### config.mk
export PLATFORM = sky130hd
export DESIGN_NAME = psp_ram
export DESIGN_NICKNAME = d
export VERILOG_FILES = /design/src/sv/psp_ram.sv
export SDC_FILE = /design/constraint.sdc
export NUM_CORES = 1
export LEC_CHECK = 0
export BUFFER_PORTS_ARGS = -buffer_cell sky130_fd_sc_hd__buf_2
export CORE_AREA = 5 5 148 150
export CTS_CLUSTER_DIAMETER = 100
export DETAILED_ROUTE_END_ITERATION = 10
export DIE_AREA = 0 0 153 155
export PLACE_DENSITY = 0.68
export SYNTH_ARGS = -nofsm -noshare
export SYNTH_HDL_FRONTEND = slang
export SYNTH_SLANG_ARGS = --single-unit
### constraint.sdc
create_clock -name clk -period 2.05 [get_ports clk]
set_input_delay 0.3075 -clock clk [delete_from_list [all_inputs] [get_ports clk]]
set_output_delay 0.3075 -clock clk [all_outputs]
set_load 0.05 [all_outputs]
### src/sv/psp_ram.sv
module psp_ram #(
  parameter int unsigned Width = 8,
  parameter int unsigned Depth = 32
) (
  input  logic                     clk,
  input  logic                     wr_en,
  input  logic [$clog2(Depth)-1:0] wr_addr,
  input  logic [Width-1:0]         wr_data,
  input  logic [$clog2(Depth)-1:0] rd_addr,
  output logic [Width-1:0]         rd_data
);

  logic [Width-1:0] mem [Depth];

  // one write port, one registered read port
  always_ff @(posedge clk) begin
    if (wr_en) begin
      mem[wr_addr] <= wr_data;
    end
    rd_data <= mem[rd_addr];
  end

endmodule

After elaboration in Yosys (flattened, before gate mapping)
Memory sizes are Yosys's and may differ from the RTL's. A register that Yosys moved wholly into a read port is not among the register bits.
Cells that the tools add are included.
{"block": "op_classes", "n_mul": 0, "n_shift": 0, "mux": 2, "n_div": 0, "bitwise_logic": 0, "magnitude_cmp": 0, "eq_ne": 0, "add_sub_neg": 0, "reduce_logical": 0}
{"op": "1-bit 2-to-1 mux", "count": 2}
{"block": "totals", "output_inout_bits": 8, "elab_cells": 3, "input_bits": 20, "latchBits": 0, "reg_bits": 0, "memories": 1, "romBits": 0, "ram_bits": 256}
{"memory": "mem", "words": 32, "width": 8, "rd": 1, "rd_ports_with_merged_regs": 1, "wr": 1, "line_no": "13", "source": "logic [Width-1:0] mem [Depth];"}

Logic depth before layout (Yosys ltp)
{"block": "depth", "ltp_word": 2, "ltp_mapped": 5, "ltp_nobuf": 3}

Worst setup path after synthesis
OpenSTA, ideal clock, no wires.
{"block": "synth_path", "path_type": "input to register", "startpoint": "input port rd_addr[2]", "endpoint": "register rd_data[0], read port of mem", "path_buffers": 2, "t_arrival_ns": 1.989, "setup_slack_ns": -0.060, "setup_ns": 0.121, "path_stages": 5, "required_ns": 1.929, "path_cell_list": "clkbuf_1 clkbuf_1 mux4_2 mux4_2 mux2_2"}
{"item": "start: declaration", "line_no": "9", "source": "input logic [$clog2(Depth)-1:0] rd_addr,"}
{"item": "end: declaration", "line_no": "10", "source": "output logic [Width-1:0] rd_data"}

==> summary.txt <==
Floorplanning
  • Chip width: 153 um
  • Die height: 155 um
  • Row count: 53
  • Top Ports: 28
  • Initial Utilization: 48.9%
  • Core ar.: 20600 um^2
  • Die area: 23700 um^2

Detailed routing
  • Routed vias/inst: 5.69
  • Detailed Route Iter0 Violations: 448
  • Final wirelength: 19.3 mm
  • DRC viols: 0
  • Routed WL per cell: 24.6 um
  • Post-route antenna net violation count: 0
  • DRT Pass-1 Iters: 5
  • Via count: 4480

Placed design
  • GPL Wtd Cong: 0.760
  • Post-detail-place hpwl: 12.4 mm
  • IO buf count: 27
  • Place WS: -0.210 ns

Critical path
  • Critical Path RT: 2.44 ns
  • CP bufs+invs: 0
  • CP Launch Point: mem[4][1]$_DFFE_PP_
  • Worst Setup Path Type: reg2reg
  • Slowest cell on the critical path: mux4_2
  • Slowest cell delay on critical path: 0.53 ns
  • CP arrival: 2.22 ns
  • Crit end category: flip-flop
  • CP max FO: 1
  • Startpoint types: flip-flop
  • Worst R2R Setup Slack: 0.23 ns
  • Most frequent CP cell: mux4_2
  • R2R Path Start: mem[4][1]$_DFFE_PP_
  • Cell Chain, Critical Path: mux4_2, mux4_2, mux2_2
  • Crit-path leading delay family: multiplexers

Layout
  • Area grow syn2layout: 16.3%
  • Nets: 515
  • Filler instances: 1499
  • Core Util, Final: 56.9%
  • Layout cells sized above 1: 38.1%
  • Antenna diodes: 0

Clocking
  • CTS max path bufs: 3
  • Worst-skew pair later-pin latency: 0.51 ns
  • Number of setup buffers added after CTS: 0
  • CTS Sinks: 264
  • Num CTS Buffers: 25
  • CTS tree: built
  • Root Buffer: clkbuf_16
  • Htree depth: 1
  • Reg clk slew, reported paths: 0.06 ns
  • # hold bufs at CTS: 0
  • PostCTS Resize Cnt: 0

STA
  • Post-route setup slack: 0.225 ns
  • Hold Fails Final Rpt: 0
  • Period utilization: 89.0%
  • Fmax: 0.548 GHz
  • Worst slew pin tran: 0.671 ns
  • Min Tclk post-route: 1.82 ns
  • Unrepaired setup endpoints after global routing: false
  • Hold WS: 0.275 ns
  • Max_slew headroom: 55.3%
  • Clk_skew: 0.0116 ns
  • TNS Setup: 0 ns
  • Final Max Slew Viols: 0
  • Final setup fails: 0

Global routing
  • First-pass GRT wire length: 29.3 mm
  • GRT Overall Usage: 16.6%
  • Vias in the first global route: 4555
  • Largest net degree at the start of global routing: 33
  • Remaining Overflow, GRT: 0
  • Initial antenna violation count: 0

Synth
  • Count of cell types in the netlist: 15
  • Post-synthesis cell area: 10100 um^2
  • Number of synthesized flops with an enable pin: 256
  • Count leader, synth: edfxtp_1
  • Post-synth top area share: 76.5%
  • Async set or reset register ratio after synthesis: 0%
  • Leading area contributor after synthesis: edfxtp_1
  • Yosys reg bits: 264
  • Mapped Cells: 417
  • Synth Flop Type: edfxtp_1
  • Most frequent cells after synthesis: 256 x edfxtp_1, 80 x mux4_2, 33 x nor2_1, 8 x dfxtp_1, 8 x mux2_2
  • Syn. warnings: 0
  • Top post-synthesis cells by area: edfxtp_1 76%, mux4_2 18%, dfxtp_1 1.6%
  • Syn nets: 437
  • Avg Cell Area, Syn: 24.1 um^2
  • Sequential share of the synthesized area: 78.1%

Power
  • Pwr dens: 971 nW/um^2
  • Power, Total: 0.0113 W
  • Lkg Pwr: 3.75 nW
  • VDD IR-drop max: 0.593 mV

Run
  • Max Cap Viol: 0

Min path
  • Critical hold path startpoint: rd_addr[3]
  • Worst Hold Class: in2reg

Run status
  • Outcome: complete, no violations
-- layout make-up --
class,count,area (um^2),area share (%)
clock buffer,32,652,5.58
clock inverter,12,180,1.54
multi-input combinational,133,2100,18.0
sequential,264,7850,67.1
tap,275,344,2.94
timing repair buffer,71,568,4.86
-- per-stage QoR --
| stage | cells | cell area [um^2] |
|---|---|---|
| final | 787 | 11700 |
| after global routing | 787 | 11700 |
| after CTS | 787 | 11700 |
| after detailed placement | 743 | 10900 |
| after global placement | 743 | 10900 |
| after floorplan | 417 | 10100 |
-- flip-flops by register name (all words and copies together) (netlist names) --
| signal | cells |
|---|---|
| mem | 256 |
| rd_data | 8 |
-- worst paths after layout --
kind,to,cells after the start
worst max register to register,rd_data[1]$_DFF_P_,3
worst min-delay path,rd_data[7]$_DFF_P_,2
worst max-delay path,rd_data[1]$_DFF_P_,3
worst min register to register,rd_data[5]$_DFF_P_,3
-- cells by family after synthesis --
| group | count (synthesis) | share of synthesized area, % |
|---|---|---|
| buf+inv | 20 | 1.06 |
| flops | 264 | 78.1 |
| mux | 88 | 18.8 |
| simple gates | 45 | 2.07 |
-- placed cells by master, fill, tap and decap left out --
master,synthesis,routed
clkinv_2,0,3
clkbuf_16,0,25
dfxtp_1,8,8
mux2_2,8,8
clkinv_1,0,4
bufinv_16,0,5
edfxtp_1,256,256
or3_1,1,1
nand2_1,1,1
nor2_1,33,33
nand3b_1,5,5
buf_12,0,8
nand3_1,2,2
or3b_2,3,3
buf_4,6,37
mux4_2,80,80
clkbuf_1,6,7
buf_2,1,26
-- power by group --
part	leakage, nW	internal [W]	switching, W	total [W]
sequential	2.37	0.00600	0.0000276	0.00603
combinational	0.969	0.000274	0.000385	0.000659
clock	0.405	0.00286	0.00180	0.00466
-- metal layers --
layer / part of all wire (%) / up-vias / global-route usage (%)
met5: 0 / - / 0
met4: 2.4 / 0 / 4.88
met3: 7.0 / 24 / 2.64
met2: 46 / 174 / 25.5
met1: 44 / 2356 / 25.2
li1: - / 1926 / -
Power figures use the tool's default switching activity.
