`src/sv/psp_div.sv`:
```
// Restoring divider, one quotient bit per cycle.
module psp_div #(
  parameter int unsigned Width = 32
) (
  input  logic             clk,
  input  logic             rst_n,
  input  logic             go,
  input  logic [Width-1:0] dividend,
  input  logic [Width-1:0] divisor,
  output logic             done,
  output logic [Width-1:0] quotient
);

  localparam int unsigned CntW = $clog2(Width + 1);

  logic [Width-1:0] q_r, q_nxt;
  logic [Width-1:0] rem_r, rem_nxt;
  logic [Width-1:0] dvs_r, dvs_nxt;
  logic [CntW-1:0]  cnt_r, cnt_nxt;
  logic             busy_r, busy_nxt;
  logic [Width:0]   trial;

  // shift in one dividend bit, subtract when it fits
  always_comb begin
    q_nxt    = q_r;
    rem_nxt  = rem_r;
    dvs_nxt  = dvs_r;
    cnt_nxt  = cnt_r;
    busy_nxt = busy_r;
    trial    = {rem_r, q_r[Width-1]} - {1'b0, dvs_r};
    if (go) begin
      q_nxt    = dividend;
      rem_nxt  = '0;
      dvs_nxt  = divisor;
      cnt_nxt  = CntW'(Width);
      busy_nxt = 1'b1;
    end else if (busy_r) begin
      if (!trial[Width]) begin
        rem_nxt = trial[Width-1:0];
        q_nxt   = {q_r[Width-2:0], 1'b1};
      end else begin
        rem_nxt = {rem_r[Width-2:0], q_r[Width-1]};
        q_nxt   = {q_r[Width-2:0], 1'b0};
      end
      cnt_nxt = cnt_r - 1'b1;
      if (cnt_r == CntW'(1)) begin
        busy_nxt = 1'b0;
      end
    end
  end

  always_ff @(posedge clk) begin
    if (!rst_n) begin
      busy_r <= 1'b0;
      cnt_r  <= '0;
    end else begin
      busy_r <= busy_nxt;
      cnt_r  <= cnt_nxt;
    end
    q_r   <= q_nxt;
    rem_r <= rem_nxt;
    dvs_r <= dvs_nxt;
  end

  assign done     = busy_r && (cnt_r == CntW'(1)) && !go;
  assign quotient = q_nxt;

endmodule
```
`config.mk`:
```
export PLATFORM = sky130hd
export DESIGN_NAME = psp_div
export DESIGN_NICKNAME = d
export VERILOG_FILES = /design/src/sv/psp_div.sv
export SDC_FILE = /design/constraint.sdc
export NUM_CORES = 1
export LEC_CHECK = 0
export ABC_AREA = 1
export BUFFER_PORTS_ARGS = -buffer_cell sky130_fd_sc_hd__buf_2
export CAP_MARGIN = 10
export CORE_MARGIN = 5
export CORE_UTILIZATION = 34
export DETAILED_ROUTE_END_ITERATION = 6
export MAX_ROUTING_LAYER = met4
export PLACE_DENSITY = 0.56
export SLEW_MARGIN = 0
export SYNTH_ARGS = -nofsm -noshare
export SYNTH_HDL_FRONTEND = slang
export SYNTH_SLANG_ARGS = --single-unit
```
`constraint.sdc`:
```
create_clock -name clk -period 2.6 [get_ports clk]
set_input_delay 0 -clock clk [delete_from_list [all_inputs] [get_ports clk]]
set_output_delay 0 -clock clk [all_outputs]
set_load 0.02 [all_outputs]
```
== After elaboration in Yosys (flattened, before gate mapping) ==
Cells that the tools add are included.

* $add $sub $neg: 2
* Equality and inequality tests: 1
* Muxes and demuxes: 9
* Bitwise gates (word level): 1
* Reductions and logical operators: 5

{| class="wikitable"
|+ Operators by type and width
! operator !! number
|-
| $mux 32 || 3
|-
| $sub 33x32->33 || 1
|-
| $mux 6 || 2
|-
| $eq 6x1->1 const B || 1
|-
| $sub 6x1->6 const B || 1
|-
| $mux 1 || 4
|-
| $logic_and 1x1->1 || 2
|-
| $reduce_bool 2->1 || 1
|-
| $reduce_or 2->1 || 1
|-
| $logic_not 1->1 || 1
|-
| $not 1->1 || 1
|}

* Bits in registers: 103
* Bits of input ports: 67
* Output and inout bits: 33
* Word-level logic and storage cells: 24

== Depth between registers and ports, before layout ==
* Depth in word-level cells: 4
* Gate-level depth with buffers: 19
* Gate-level depth less buffers: 18

== Worst setup path after synthesis ==
OpenSTA, ideal clock, no wires.

* Path type: register -> register
* Start: register q_r[31]
* End: register q_r[0]
* Setup time: 0.179 ns
* Arrival time: 2.341 ns
* Required time: 2.421 ns
* Path slack: 0.080 ns
* Stages on the path, launching flop included: 17
* Path buffers: 1
* Clock period less this slack: 2.520 ns
* Cell sequence: dfxtp_1 inv_1 ha_1 inv_1 fa_1 nand2_1 nand2_1 nand3_1 nand2_2 nand2_2 nand2_4 nand2_4 nand3_1 nand2_2 buf_4 nor2_1 o21ai_0

* Word-level cells in the longest chain between the ends: 4

{| class="wikitable"
|+ RTL lines
! item !! RTL line !! source
|-
| from (decl) || 16 || <nowiki>logic [Width-1:0] q_r, q_nxt;</nowiki>
|-
| from (signal assigned) || 60 || <nowiki>q_r <= q_nxt;</nowiki>
|-
| $sub 33x32->33 || 30 || <nowiki>trial = {rem_r, q_r[Width-1]} - {1'b0, dvs_r};</nowiki>
|-
| $mux 1 || 38 || <nowiki>if (!trial[Width]) begin</nowiki>
|-
| $mux 32 || 37 || <nowiki>end else if (busy_r) begin</nowiki>
|-
| $mux 32 || 31 || <nowiki>if (go) begin</nowiki>
|-
| net quotient[0] || 11 || <nowiki>output logic [Width-1:0] quotient</nowiki>
|}

The timed path passes the listed nets, and every way through them passes these cells.
A chain may end at the register's enable or synchronous reset.

== Final worst setup path ==
* Start: register q_r[31]
* End: output quotient[0]

* Word-level cells in the longest chain between the ends: 4

{| class="wikitable"
|+ RTL lines
! item !! RTL line
|-
| $sub 33x32->33 || 30
|-
| $mux 1 || 38
|-
| $mux 32 || 37
|-
| $mux 32 || 31
|-
| to (decl) || 11
|}

No other way between the ends.

==> flow_metrics.env <==
export IMPL_routed_wire_length_per_instance_um=12.4
export IMPL_track_usage_pct=17.4
export IMPL_insertion_delay_ns=0.37
export IMPL_arrival_ns=2.42
export IMPL_slew_viol_final=0
export IMPL_antenna_found_initial=0
export IMPL_yosysTopAreaCell="nand2_1"
export IMPL_portBuffers=99
export IMPL_num_io_pins=100
export IMPL_initial_core_util_pct=34.8
export IMPL_max_clock_path_buffers=2
export IMPL_finalClockSkew_ns=0.0134
export IMPL_clock_sinks=103
export IMPL_setup_viol=0
export IMPL_post_synth_top_flop="dfxtp_1"
export IMPL_post_route_worst_setup_slack_ns=0.181
export IMPL_post_synth_inst_count=1067
export IMPL_worst_setup_path_start_kind="register"
export IMPL_worst_r2r_setup_slack_ns=0.20
export IMPL_yosysUniqueCellTypes=35
export IMPL_syn_area_per_cell_um2=6.40
export IMPL_detail_route_antenna_nets=0
export IMPL_synthesis_nets=1169
export IMPL_synth_xor_xnor_area_share_pct=2.57
export IMPL_grt_setup_unrepaired="no"
export IMPL_tightest_slew_ns=0.685
export IMPL_detailed_place_area_um2=7650
export IMPL_post_synth_and_or_nand_nor_area_fraction_pct=32.7
export IMPL_detailedPlace_worstSlack_ns=0.184
export IMPL_timing_max_slew_rel_slack_pct=54.3
export IMPL_synth_sequential_area_ratio_pct=34.9
export IMPL_first_pass_iters=5
export IMPL_power_density_nw_per_um2=474
export IMPL_p_leak_uw=0.00453
export IMPL_ffs_w_async_s_r_synth_pct=0
export IMPL_period_share_pct=93.0
export IMPL_vias_per_cell=4.52
export IMPL_adder_cell_fraction_of_synth_area_pct=6.52
export IMPL_antenna_cells=0
export IMPL_finalCoreUtilization_pct=44.2
export IMPL_finished_layout_cell_area_um2=8650
export IMPL_detail_route_drc_violations=0
export IMPL_max_clock_freq_ghz=0.413
export IMPL_yosys_register_bits=103
export IMPL_nets=1330
export IMPL_worst_setup_path_type="reg2out"
export IMPL_synth_compound_area_share_pct=9.86
export IMPL_area_added_between_synthesis_and_finish_pct=26.8
export IMPL_cts_made_buffers=9
export IMPL_synthMuxAreaShare_pct=0
export IMPL_grt_overflow_total=0
export IMPL_htreeDepth=3
export IMPL_finalCriticalPeriod_ns=2.42
export IMPL_crit_fanout=4
export IMPL_fp_dieArea_um2=23000
export IMPL_vias=6771
export IMPL_hold_path_class="in2reg"
export IMPL_top_cells_by_area_synth="nand2_1 (21%), dfxtp_1 (21%), edfxtp_1 (14%), inv_1 (11%), ha_1 (6.2%)"
export IMPL_grt_max_degree=59
export IMPL_timing_hold_ws_ns=0.198
export IMPL_clock_tree_root_cell="clkbuf_16"
export IMPL_total_detailed_routing_wirelength_um=18600
export IMPL_timing_critical_path_required_ns=2.60
export IMPL_synth_top_family_by_area="simple AND/OR/NAND/NOR gates"
export IMPL_syn_area_um2=6830
export IMPL_vias_in_the_first_global_route=6737
export IMPL_maxCapViolations=0
export IMPL_layout_filler_cells=2082
export IMPL_result_of_the_run="finished, final reports clean"
export IMPL_place_gp_congestion=0.882
export IMPL_vdd_ir_drop_worst_mv=0.320
export IMPL_cts_tree="built"
export IMPL_die_h_um=152
export IMPL_post_route_cells_drive_above_1_share_pct=14.8
export IMPL_ys_warn_count=0
export IMPL_grt_pass1_wl_um=31700
export IMPL_synth_edf_count=32
export IMPL_synth_top_cell_area_share_pct=21.2
export IMPL_hold_viol_final=0
export IMPL_crit_path_end_kind="output port"
export IMPL_drt_initial_drc_count=235
export IMPL_clk_pin_slew_worst_paths_ns=0.08
export IMPL_die_width_um=152
export IMPL_floorplan_rows=51
export IMPL_fp_coreArea_um2=19600
export IMPL_dp_hpwl_um=13800
export IMPL_setup_total_negative_slack_ns=0
## cells in the final DEF (no fill, tap or decap), types with 2 or more instances in the layout
cell / instances
nor2_2: 5
inv_2: 6
and3_1: 2
inv_1: 199
xor2_1: 13
nor3_1: 8
and2_1: 3
nand4_1: 5
xnor2_1: 7
nor2_1: 77
dlygate4sd3_1: 65
nand2_2: 15
o21ai_0: 62
o21ai_1: 2
buf_2: 97
buf_4: 16
nand2_4: 4
inv_6: 2
dfxtp_2: 2
clkinv_8: 2
a21oi_2: 8
clkbuf_16: 9
nand2_1: 381
nand3_2: 3
buf_12: 2
nand3_1: 45
ha_2: 4
dfxtp_1: 69
a21oi_1: 47
ha_1: 30
edfxtp_1: 32
## worst max-delay path, stage by stage, from the launching register on
cell and delay [ns]:
dfxtp_2 0.33, inv_2 0.05, ha_2 0.16, inv_2 0.05, fa_2 0.38, nand2_2 0.07
nand2_2 0.07, nand3_2 0.08, nand2_2 0.08, nand2_2 0.08, nand2_4 0.06, nand2_4 0.09
nand2_4 0.05, nand2_1 0.07, nand2_2 0.09, nor2_2 0.12, o21ai_2 0.07, buf_4 0.16
## worst paths after layout
path,startpoint,end,depth (start not counted)
max reg2reg,q_r[31],rem_r[29],20
min reg2reg,rem_r[6],rem_r[6],2
max,q_r[31],quotient[0],17
min,go,q_r[31],4
## cell usage after synthesis, types with 2 or more instances
cell        n
and2_1      3
xor2_1     13
xnor2_1     7
o21ai_0    63
a21oi_1    48
a21oi_2     7
o21ai_1     2
nand3_1    47
nor2_1     79
nor3_1      8
inv_1     202
dfxtp_1    71
buf_4       4
nand2_4     4
inv_2       3
buf_2       2
edfxtp_1   32
nand2_1   385
nand2_2    11
clkbuf_1   19
ha_1       34
nand4_1     5
and3_1      2
buf_1       3
nor2_2      3
## per-layer routing
layer / vias up / share of wire (%) / GRT usage [%] / wire length (µm)
met5: - / 0 / - / 0
met4: 0 / 0.98 / 3.23 / 182
met3: 19 / 4.3 / 2.91 / 803
met2: 136 / 46 / 28.7 / 8530
met1: 3043 / 49 / 22.8 / 9120
li1: 3573 / - / - / -
## power by group
part           leakage, µW  switching, µW  internal [µW]
combinational      0.00348            538            338
sequential        0.000899           51.7           1770
clock             0.000148            721            684
total              0.00453           1310           2800
## metrics by stage
step                      cells  total power, µW
after floorplan            1067             2380
after global placement     1416             2650
after detailed placement   1416             2650
after CTS                  1497             4160
after global routing       1498             4360
final                      1498             4110
## logic make-up after synthesis
family,after synthesis
and+or+nand+nor,549
buffers and inverters,235
AOI/OAI and AO/OA,125
DFF,103
adders and majority gates,35
xor gates and xnor gates,20
## registers in the layout, summed over array words and instances, names as in the netlist
name and count:
busy_r 1, dvs_r 32, cnt_r 6, q_r 32, rem_r 32
## cell type report
type / instances / area (µm²) / area share, %
Timing Repair Buffer: 180 / 1300 / 15.0
Multi-Input combinational cell: 729 / 3570 / 41.3
Inverter: 205 / 769 / 8.89
Clock inverter: 7 / 76.3 / 0.882
Clock buffer: 9 / 225 / 2.60
Sequential cell: 103 / 2380 / 27.6
Tap cell: 265 / 332 / 3.83
## repair_timing
item,in CTS,in global routing
hold endpoints to repair,66,0
hold buffers,65,0
setup buffers,0,2
gates cloned,0,0
pin swaps,1,4
resized for setup,3,18
setup endpoints to repair,1,7
Power figures use the tool's default switching activity.
